$ cat src/sv/rsmp_pkg.sv
`timescale 1ns / 1ps
// ---------------------------------------------------------------------------
// rsmp_pkg: shared constants for the linear interpolation resampler
// Sample, step and position widths, Q8.16 position and Q7.16 step unity and parameter defaults.
// ---------------------------------------------------------------------------
package rsmp_pkg;

   localparam int SAMPLE_W = 16;
   localparam int STEP_W   = 23;
   localparam int POS_W    = 24;
   localparam int FRAC_W   = 16;
   localparam int DIVD_W   = FRAC_W + 1;

   localparam logic [POS_W-1:0]  POS_ONE    = POS_W'(1) << FRAC_W;
   localparam logic [STEP_W-1:0] STEP_RESET = STEP_W'(1) << FRAC_W;

   localparam int DEF_MAX_UPSAMPLE  = 8;
   localparam int DEF_FRACTION_BITS = 16;

endpackage

$ cat src/sv/rsmp_interp.sv
`timescale 1ns / 1ps
// ---------------------------------------------------------------------------
// rsmp_interp: weighted blend of two samples
// Registers (b - a) * w, then adds a scaled by unity and truncates toward zero.
// ---------------------------------------------------------------------------
module rsmp_interp #(
   parameter int FRACTION_BITS = rsmp_pkg::DEF_FRACTION_BITS
) (
   input  logic                                clock,
   input  logic                                load,
   input  logic signed [rsmp_pkg::SAMPLE_W-1:0] sample_a,
   input  logic signed [rsmp_pkg::SAMPLE_W-1:0] sample_b,
   input  logic        [rsmp_pkg::FRAC_W-1:0]   frac,
   output logic signed [rsmp_pkg::SAMPLE_W-1:0] result
);
   import rsmp_pkg::*;

   localparam int UP = (FRACTION_BITS >= FRAC_W) ? FRACTION_BITS - FRAC_W : 0;
   localparam int DN = (FRACTION_BITS <  FRAC_W) ? FRAC_W - FRACTION_BITS : 0;
   localparam int WW = FRACTION_BITS + FRAC_W;
   localparam int PW = FRACTION_BITS + SAMPLE_W + 2;
   localparam int NW = PW + 1;

   logic [WW-1:0]            w_wide;
   logic [FRACTION_BITS-1:0] weight;
   logic signed [SAMPLE_W:0] diff;
   logic signed [PW-1:0]     prod_in;
   logic signed [PW-1:0]     prod_ff;
   logic signed [SAMPLE_W-1:0] a_ff;
   logic signed [NW-1:0]     num;
   logic        [NW-1:0]     quot;
   logic                     trunc_up;
   logic        [NW-1:0]     quot_adj;

   always_comb begin
      w_wide  = (WW'(frac) << UP) >> DN;
      weight  = w_wide[FRACTION_BITS-1:0];
      diff    = $signed({sample_b[SAMPLE_W-1], sample_b})
              - $signed({sample_a[SAMPLE_W-1], sample_a});
      prod_in = diff * $signed({1'b0, weight});
   end

   always_ff @(posedge clock) begin
      if (load) begin
         prod_ff <= prod_in;
         a_ff    <= sample_a;
      end
   end

   always_comb begin
      num      = (NW'(a_ff) <<< FRACTION_BITS) + NW'(prod_ff);
      quot     = num >>> FRACTION_BITS;
      trunc_up = num[NW-1] && (num[FRACTION_BITS-1:0] != '0);
      quot_adj = quot + {{(NW-1){1'b0}}, trunc_up};
      result   = quot_adj[SAMPLE_W-1:0];
   end

endmodule

$ cat src/sv/rsmp_divrem.sv
`timescale 1ns / 1ps
// ---------------------------------------------------------------------------
// rsmp_divrem: remainder unit for skipped output positions
// Restoring division, one dividend bit a cycle; returns the offset of the
// first position past the gap, (divisor - d mod divisor) mod divisor.
// ---------------------------------------------------------------------------
module rsmp_divrem (
   input  logic                          clock,
   input  logic                          reset,
   input  logic                          start,
   input  logic [rsmp_pkg::DIVD_W-1:0]   dividend,
   input  logic [rsmp_pkg::STEP_W-1:0]   divisor,
   output logic                          done,
   output logic [rsmp_pkg::POS_W-1:0]    offset
);
   import rsmp_pkg::*;

   localparam int CNT_W = $clog2(DIVD_W + 1);

   logic             busy_ff,  busy_in;
   logic             done_ff,  done_in;
   logic [CNT_W-1:0] cnt_ff,   cnt_in;
   logic [DIVD_W-1:0] divd_ff, divd_in;
   logic [POS_W-1:0] rem_ff,   rem_in;
   logic [POS_W-1:0] trial;

   always_comb begin
      busy_in = busy_ff;
      done_in = 1'b0;
      cnt_in  = cnt_ff;
      divd_in = divd_ff;
      rem_in  = rem_ff;
      trial   = {rem_ff[POS_W-2:0], divd_ff[DIVD_W-1]};
      if (start) begin
         busy_in = 1'b1;
         cnt_in  = CNT_W'(DIVD_W);
         divd_in = dividend;
         rem_in  = '0;
      end else if (busy_ff) begin
         rem_in  = (trial >= POS_W'(divisor)) ? trial - POS_W'(divisor) : trial;
         divd_in = {divd_ff[DIVD_W-2:0], 1'b0};
         cnt_in  = cnt_ff - 1'b1;
         if (cnt_ff == CNT_W'(1)) begin
            busy_in = 1'b0;
            done_in = 1'b1;
         end
      end
   end

   always_ff @(posedge clock) begin
      if (reset) begin
         busy_ff <= 1'b0;
         done_ff <= 1'b0;
      end else begin
         busy_ff <= busy_in;
         done_ff <= done_in;
      end
      cnt_ff  <= cnt_in;
      divd_ff <= divd_in;
      rem_ff  <= rem_in;
   end

   assign done   = done_ff;
   assign offset = (rem_ff == '0) ? '0 : POS_W'(divisor) - rem_ff;

endmodule

$ cat src/sv/linear_interp_resampler.sv
`timescale 1ns / 1ps
// Order: the last output of an item is held back and leaves through ST_GAPEND
// and ST_FLUSH once the item's gaps are finished.
// Flow: one item at a time; a gap that would hold more than MAX_UPSAMPLE
// outputs is ended early and the remainder unit finds the next offset.
// Reset: synchronous; clears the sample history and offset, step to 1.0.
// ---------------------------------------------------------------------------
// linear_interp_resampler: linear interpolation sample rate converter
// Sequencer steps output positions through one adder, blends samples in a
// shared multiplier and holds one result back to mark the last of an item.
// ---------------------------------------------------------------------------
module linear_interp_resampler #(
   parameter int MAX_UPSAMPLE  = rsmp_pkg::DEF_MAX_UPSAMPLE,
   parameter int FRACTION_BITS = rsmp_pkg::DEF_FRACTION_BITS
) (
   input  logic                          clock,
   input  logic                          reset,
   input  logic                          req_tvalid,
   output logic                          req_tready,
   input  logic [15:0]                   req_tdata,   // [15:0] sample_in
   input  logic                          req_tlast,   // end_of_stream
   output logic                          rsp_tvalid,
   input  logic                          rsp_tready,
   output logic [15:0]                   rsp_tdata,   // [15:0] sample_out
   output logic                          rsp_tlast,   // run_last
   output logic                          rsp_tuser,   // [0] stream_done
   input  logic                          csr_we,
   input  logic [rsmp_pkg::STEP_W-1:0]   csr_wdata
);
   import rsmp_pkg::*;

   localparam int CNT_W = $clog2(MAX_UPSAMPLE + 1);

   typedef enum logic [2:0] {
      ST_IDLE, ST_CHECK, ST_PUSH, ST_REM, ST_GAPEND, ST_FLUSH
   } state_type;

   state_type state_ff, state_in;
   logic [STEP_W-1:0]   step_ff,  step_in;
   logic [SAMPLE_W-1:0] prev_ff,  prev_in;
   logic                have_ff,  have_in;
   logic [POS_W-1:0]    off_ff,   off_in;
   logic [SAMPLE_W-1:0] a_ff,     a_in;
   logic [SAMPLE_W-1:0] b_ff,     b_in;
   logic                eos_ff,   eos_in;
   logic                tail_ff,  tail_in;
   logic [POS_W-1:0]    pos_ff,   pos_in;
   logic [CNT_W-1:0]    cnt_ff,   cnt_in;
   logic [SAMPLE_W-1:0] pend_ff,  pend_in;
   logic                pendv_ff, pendv_in;
   logic                outv_ff,  outv_in;
   logic [SAMPLE_W-1:0] outd_ff,  outd_in;
   logic                outl_ff,  outl_in;
   logic                outs_ff,  outs_in;

   logic [STEP_W-1:0]   step_eff;
   logic                out_free;
   logic                accept;
   logic                interp_load;
   logic [SAMPLE_W-1:0] interp_result;
   logic                div_start;
   logic                div_done;
   logic [POS_W-1:0]    div_offset;
   logic [DIVD_W-1:0]   div_dividend;

   assign step_eff   = (step_ff == '0) ? STEP_W'(1) : step_ff;
   assign out_free   = !outv_ff || rsp_tready;
   assign req_tready = (state_ff == ST_IDLE);
   assign accept     = req_tvalid && req_tready;
   assign div_dividend = DIVD_W'(POS_ONE - pos_ff);

   rsmp_interp #(
      .FRACTION_BITS(FRACTION_BITS)
   ) u_interp (
      .clock    (clock),
      .load     (interp_load),
      .sample_a (a_ff),
      .sample_b (b_ff),
      .frac     (pos_ff[FRAC_W-1:0]),
      .result   (interp_result)
   );

   rsmp_divrem u_divrem (
      .clock    (clock),
      .reset    (reset),
      .start    (div_start),
      .dividend (div_dividend),
      .divisor  (step_eff),
      .done     (div_done),
      .offset   (div_offset)
   );

   always_comb begin
      state_in    = state_ff;
      step_in     = csr_we ? csr_wdata : step_ff;
      prev_in     = prev_ff;
      have_in     = have_ff;
      off_in      = off_ff;
      a_in        = a_ff;
      b_in        = b_ff;
      eos_in      = eos_ff;
      tail_in     = tail_ff;
      pos_in      = pos_ff;
      cnt_in      = cnt_ff;
      pend_in     = pend_ff;
      pendv_in    = pendv_ff;
      outv_in     = outv_ff && !rsp_tready;
      outd_in     = outd_ff;
      outl_in     = outl_ff;
      outs_in     = outs_ff;
      interp_load = 1'b0;
      div_start   = 1'b0;
      case (state_ff)
         ST_IDLE: begin
            if (accept) begin
               a_in   = prev_ff;
               b_in   = req_tdata;
               eos_in = req_tlast;
               pos_in = off_ff;
               cnt_in = '0;
               if (have_ff) begin
                  tail_in  = 1'b0;
                  state_in = ST_CHECK;
               end else if (req_tlast) begin
                  a_in     = req_tdata;
                  tail_in  = 1'b1;
                  state_in = ST_CHECK;
               end else begin
                  prev_in = req_tdata;
                  have_in = 1'b1;
               end
            end
         end
         ST_CHECK: begin
            if (pos_ff >= POS_ONE) begin
               off_in   = pos_ff - POS_ONE;
               state_in = ST_GAPEND;
            end else if (cnt_ff == CNT_W'(MAX_UPSAMPLE)) begin
               div_start = 1'b1;
               state_in  = ST_REM;
            end else begin
               interp_load = 1'b1;
               pos_in      = pos_ff + POS_W'(step_eff);
               cnt_in      = cnt_ff + 1'b1;
               state_in    = ST_PUSH;
            end
         end
         ST_PUSH: begin
            if (!pendv_ff || out_free) begin
               if (pendv_ff) begin
                  outv_in = 1'b1;
                  outd_in = pend_ff;
                  outl_in = 1'b0;
                  outs_in = 1'b0;
               end
               pend_in  = interp_result;
               pendv_in = 1'b1;
               state_in = ST_CHECK;
            end
         end
         ST_REM: begin
            if (div_done) begin
               off_in   = div_offset;
               state_in = ST_GAPEND;
            end
         end
         ST_GAPEND: begin
            if (eos_ff && !tail_ff) begin
               a_in     = b_ff;
               pos_in   = off_ff;
               cnt_in   = '0;
               tail_in  = 1'b1;
               state_in = ST_CHECK;
            end else begin
               if (eos_ff) begin
                  prev_in = '0;
                  have_in = 1'b0;
                  off_in  = '0;
               end else begin
                  prev_in = b_ff;
                  have_in = 1'b1;
               end
               state_in = pendv_ff ? ST_FLUSH : ST_IDLE;
            end
         end
         ST_FLUSH: begin
            if (out_free) begin
               outv_in  = 1'b1;
               outd_in  = pend_ff;
               outl_in  = 1'b1;
               outs_in  = eos_ff;
               pendv_in = 1'b0;
               state_in = ST_IDLE;
            end
         end
         default: begin
            state_in = ST_IDLE;
         end
      endcase
   end

   always_ff @(posedge clock) begin
      if (reset) begin
         state_ff <= ST_IDLE;
         step_ff  <= STEP_RESET;
         prev_ff  <= '0;
         have_ff  <= 1'b0;
         off_ff   <= '0;
         pendv_ff <= 1'b0;
         outv_ff  <= 1'b0;
      end else begin
         state_ff <= state_in;
         step_ff  <= step_in;
         prev_ff  <= prev_in;
         have_ff  <= have_in;
         off_ff   <= off_in;
         pendv_ff <= pendv_in;
         outv_ff  <= outv_in;
      end
      a_ff    <= a_in;
      b_ff    <= b_in;
      eos_ff  <= eos_in;
      tail_ff <= tail_in;
      pos_ff  <= pos_in;
      cnt_ff  <= cnt_in;
      pend_ff <= pend_in;
      outd_ff <= outd_in;
      outl_ff <= outl_in;
      outs_ff <= outs_in;
   end

   assign rsp_tvalid = outv_ff;
   assign rsp_tdata  = outd_ff;
   assign rsp_tlast  = outl_ff;
   assign rsp_tuser  = outs_ff;

endmodule
$ cat config.mk
export PLATFORM = sky130hd
export DESIGN_NAME = linear_interp_resampler
export DESIGN_NICKNAME = d
export VERILOG_FILES = /design/src/sv/rsmp_pkg.sv /design/src/sv/rsmp_interp.sv /design/src/sv/rsmp_divrem.sv /design/src/sv/linear_interp_resampler.sv
export SDC_FILE = /design/constraint.sdc
export NUM_CORES = 1
export LEC_CHECK = 0
export BUFFER_PORTS_ARGS = -buffer_cell sky130_fd_sc_hd__buf_2
export CORE_ASPECT_RATIO = 1.5
export CORE_MARGIN = 2
export CORE_UTILIZATION = 45
export CTS_BUF_LIST = sky130_fd_sc_hd__clkbuf_8
export DETAILED_ROUTE_END_ITERATION = 12
export PLACE_DENSITY = 0.72
export SLEW_MARGIN = 25
export SYNTH_ARGS = -nofsm -noshare
export SYNTH_HDL_FRONTEND = slang
export SYNTH_SLANG_ARGS = --single-unit
export TNS_END_PERCENT = 50
$ cat constraint.sdc
create_clock -name clock -period 10.25 [get_ports clock]
set_clock_uncertainty 0.15 [all_clocks]
set_input_delay 2.05 -clock clock [delete_from_list [all_inputs] [get_ports clock]]
set_output_delay 2.05 -clock clock [all_outputs]
set_load 0.01 [all_outputs]
==> run summary <==
number of library cell types mapped by synthesis: 80
DR iter-0 viols: 932
top post-synthesis cells by area: fa_1, edfxtp_1, ha_1, dfxtp_1, inv_1
CTS H-Tree Depth: 2
total negative slack: 0 ns
fraction of final layout cells sized beyond drive strength 1: 0.0710
CP Capture Type: register
outcome: finished clean
Least-Margin Pin Slew: 1.01 ns
Root Driver: clkbuf_8
Final Cycle Share: 0.876
Hold Crit Start: pend_ff[8]$_DFFE_PP_
Post-synth ARST share: 0
Sink Count: 263
total wire length: 63300 um
Reg2Reg Capture Point: u_interp.prod_ff[32]$_DFFE_PP_
GR Overflow Total: 0
post-synth top area cell: fa_1
Total Die Area: 61600 sq um
Worst Hold Path EP: rsp_tdata[8]$_DFFE_PP_
Post-synth EDFFs: 163
IO buf count: 64
drt wl/cell: 16.9 um
Syn Std Cell Area: 26800 sq um
TritonCTS clock tree: done
xor and xnor area share after synthesis: 0.0469
final net count: 3460
GR Util All Layers: 0.210
Remaining DRCs: 0
Fill cells: 5567
Hold WC Path Type: reg2reg
GPL Wtd Cong: 0.867
buffer count from post-CTS setup fixing: 0
largest family of logic cells by synthesized area: adder cells
Reg clk slew, reported paths: 0.06 ns
post-synthesis mux area share: 0.0229
Simple-Gate Fraction of Synth Area: 0.154
Gate Count Post-Synth: 2930
syn avg cell area: 9.16 sq um
crit path max-delay cell type: fa_1
Min-Delay Path Depth: 0
required time of the critical path: 10.47 ns
Final Hold Fails: 0
initial antenna violation count: 1
RSZ-0062 raised after global routing: false
most used cell, CP: fa_1
Inserted Clock Buffers: 48
CTS-repair resized insts: 0
num rows: 109
Final Max Slew Viols: 0
syn nets: 3454
dpl hpwl: 50200 um
internal reg-to-reg setup slack: 1.27 ns
crit path max fanout: 15
Adder-Cell Fraction of Synth Area: 0.302
Initial Util: 0.455
Ys Warns: 0
clk buf depth: 3
depth of the most critical reg-to-reg path: 30
Hold Buf Count CTS: 0
Synth Flop Type: edfxtp_1
final setup vio count: 0
Post-DRT Antenna Nets: 0
sequential cell area fraction in the yosys report: 0.257
most frequent cells after synthesis: inv_1, fa_1, nand2_1
io pins: 65
DIE HEIGHT: 303 um
Reg2Reg Launch Point: b_ff[0]$_DFFE_PP_
Final Critical Period: 8.98 ns
DRT Pass-1 Iters: 5
Yosys top cell area share: 0.207
crit path DAT: 9.20 ns
Slew HR: 0.327
pin count of the biggest net entering global routing: 70
max cap viols: 0
vias: 20268
count leader, synth: inv_1
Achievable Freq: 0.111 GHz
Startpoint Class: register
crit-path max cell delay: 0.82 ns
vias in the first global route: 20726
Chip Width: 203 um
Vias/cell: 5.40
Clock Latency Late Sink: 0.63 ns
Synth Area in Compound Gates: 0.134
global-route wire length before repair: 104000 um
Setup Crit Path Kind: reg2reg
Yosys reg bits: 263
core footprint: 58900 sq um
area delta synth->final: 7.54%
==> layout make-up <==
cell class	count	area, sq um	share of cell area
tap	777	972	0.0337
clock inverter	30	161	0.00559
timing repair buffer	102	606	0.0210
antenna	1	2.50	0.0000867
inverter	442	1660	0.0575
clock buffer	56	771	0.0267
sequential	263	6900	0.239
multi-input combinational	2079	17800	0.616
==> cell families after synthesis <==
| family | count (synthesis) |
|---|---|
| buffers and inverters | 588 |
| AND/OR/NAND/NOR | 837 |
| flip-flops | 263 |
| adder cells (fa/ha/maj) | 482 |
| XOR/XNOR | 142 |
| AO/OA/AOI/OAI | 558 |
| multiplexers | 60 |
==> state kept, by name (all words and copies together) (netlist names), 17 cells and up <==
name              cells
step_ff              23
u_divrem.divd_ff     17
u_interp.prod_ff     34
u_divrem.rem_ff      24
off_ff               24
pos_ff               24
==> per-stage QoR <==
| stage | instance area [sq um] | utilization | instances | hold slack [ns] | setup WS, ns |
|---|---|---|---|---|---|
| 2_1_floorplan | 26800 | - | 2930 | 0.250 | 2.29 |
| 5_1_grt | 28900 | 0.490 | 3750 | 0.271 | 0.614 |
| 6_report | 28900 | 0.490 | 3750 | 0.267 | 1.27 |
| 3_3_place_gp | 27900 | 0.473 | 3663 | 0.252 | 1.44 |
| 3_5_place_dp | 27900 | 0.473 | 3663 | 0.255 | 1.37 |
| 4_1_cts | 28800 | 0.489 | 3749 | 0.269 | 1.31 |
==> critical path: cells and delay by family, from the launching register on <==
family                   cells  cell delay (ns)
adder cells (fa/ha/maj)      9             4.24
flip-flops                   1             0.38
XOR/XNOR                     1             0.09
AO/OA/AOI/OAI               12             2.32
buffers and inverters        5             0.55
AND/OR/NAND/NOR              3             0.99
==> how the worst max path moves through the flow <==
stage / start / endpoint / slack, ns
5_1_grt: b_ff[0]$_DFFE_PP_ / u_interp.prod_ff[32]$_DFFE_PP_ / 0.61
3_3_place_gp: a_ff[0]$_DFFE_PP_ / u_interp.prod_ff[32]$_DFFE_PP_ / 1.44
6_report: b_ff[0]$_DFFE_PP_ / u_interp.prod_ff[32]$_DFFE_PP_ / 1.27
4_1_cts: a_ff[0]$_DFFE_PP_ / u_interp.prod_ff[32]$_DFFE_PP_ / 1.31
2_1_floorplan: a_ff[0]$_DFFE_PP_ / u_interp.prod_ff[33]$_DFFE_PP_ / 2.29
3_5_place_dp: a_ff[0]$_DFFE_PP_ / u_interp.prod_ff[32]$_DFFE_PP_ / 1.37
==> cell usage in the layout (no fill, tap or decap), types with 47 or more instances in the layout <==
master | netlist | final
inv_1 | 441 | 461
fa_1 | 278 | 278
nand2_1 | 250 | 250
ha_1 | 201 | 201
nor2_1 | 183 | 181
edfxtp_1 | 163 | 163
a21oi_1 | 147 | 146
o21ai_0 | 137 | 135
and2_1 | 102 | 102
dfxtp_1 | 100 | 100
xnor2_1 | 94 | 93
buf_2 | 16 | 64
clkbuf_8 | 0 | 56
a211oi_1 | 52 | 52
nand2b_1 | 49 | 49
mux2i_1 | 49 | 49
nand3_1 | 48 | 48
xor2_1 | 47 | 47
==> per-layer routing <==
layer / up-vias / track usage / routed length (um)
li1: 9807 / - / -
met1: 9838 / 0.235 / 24700
met2: 443 / 0.400 / 33600
met3: 180 / 0.0237 / 2080
met4: 0 / 0.0925 / 2920
met5: - / 0 / 0
Power is not shown: default switching activity piles up to over one toggle a cycle in this logic, so the estimate is an artifact.
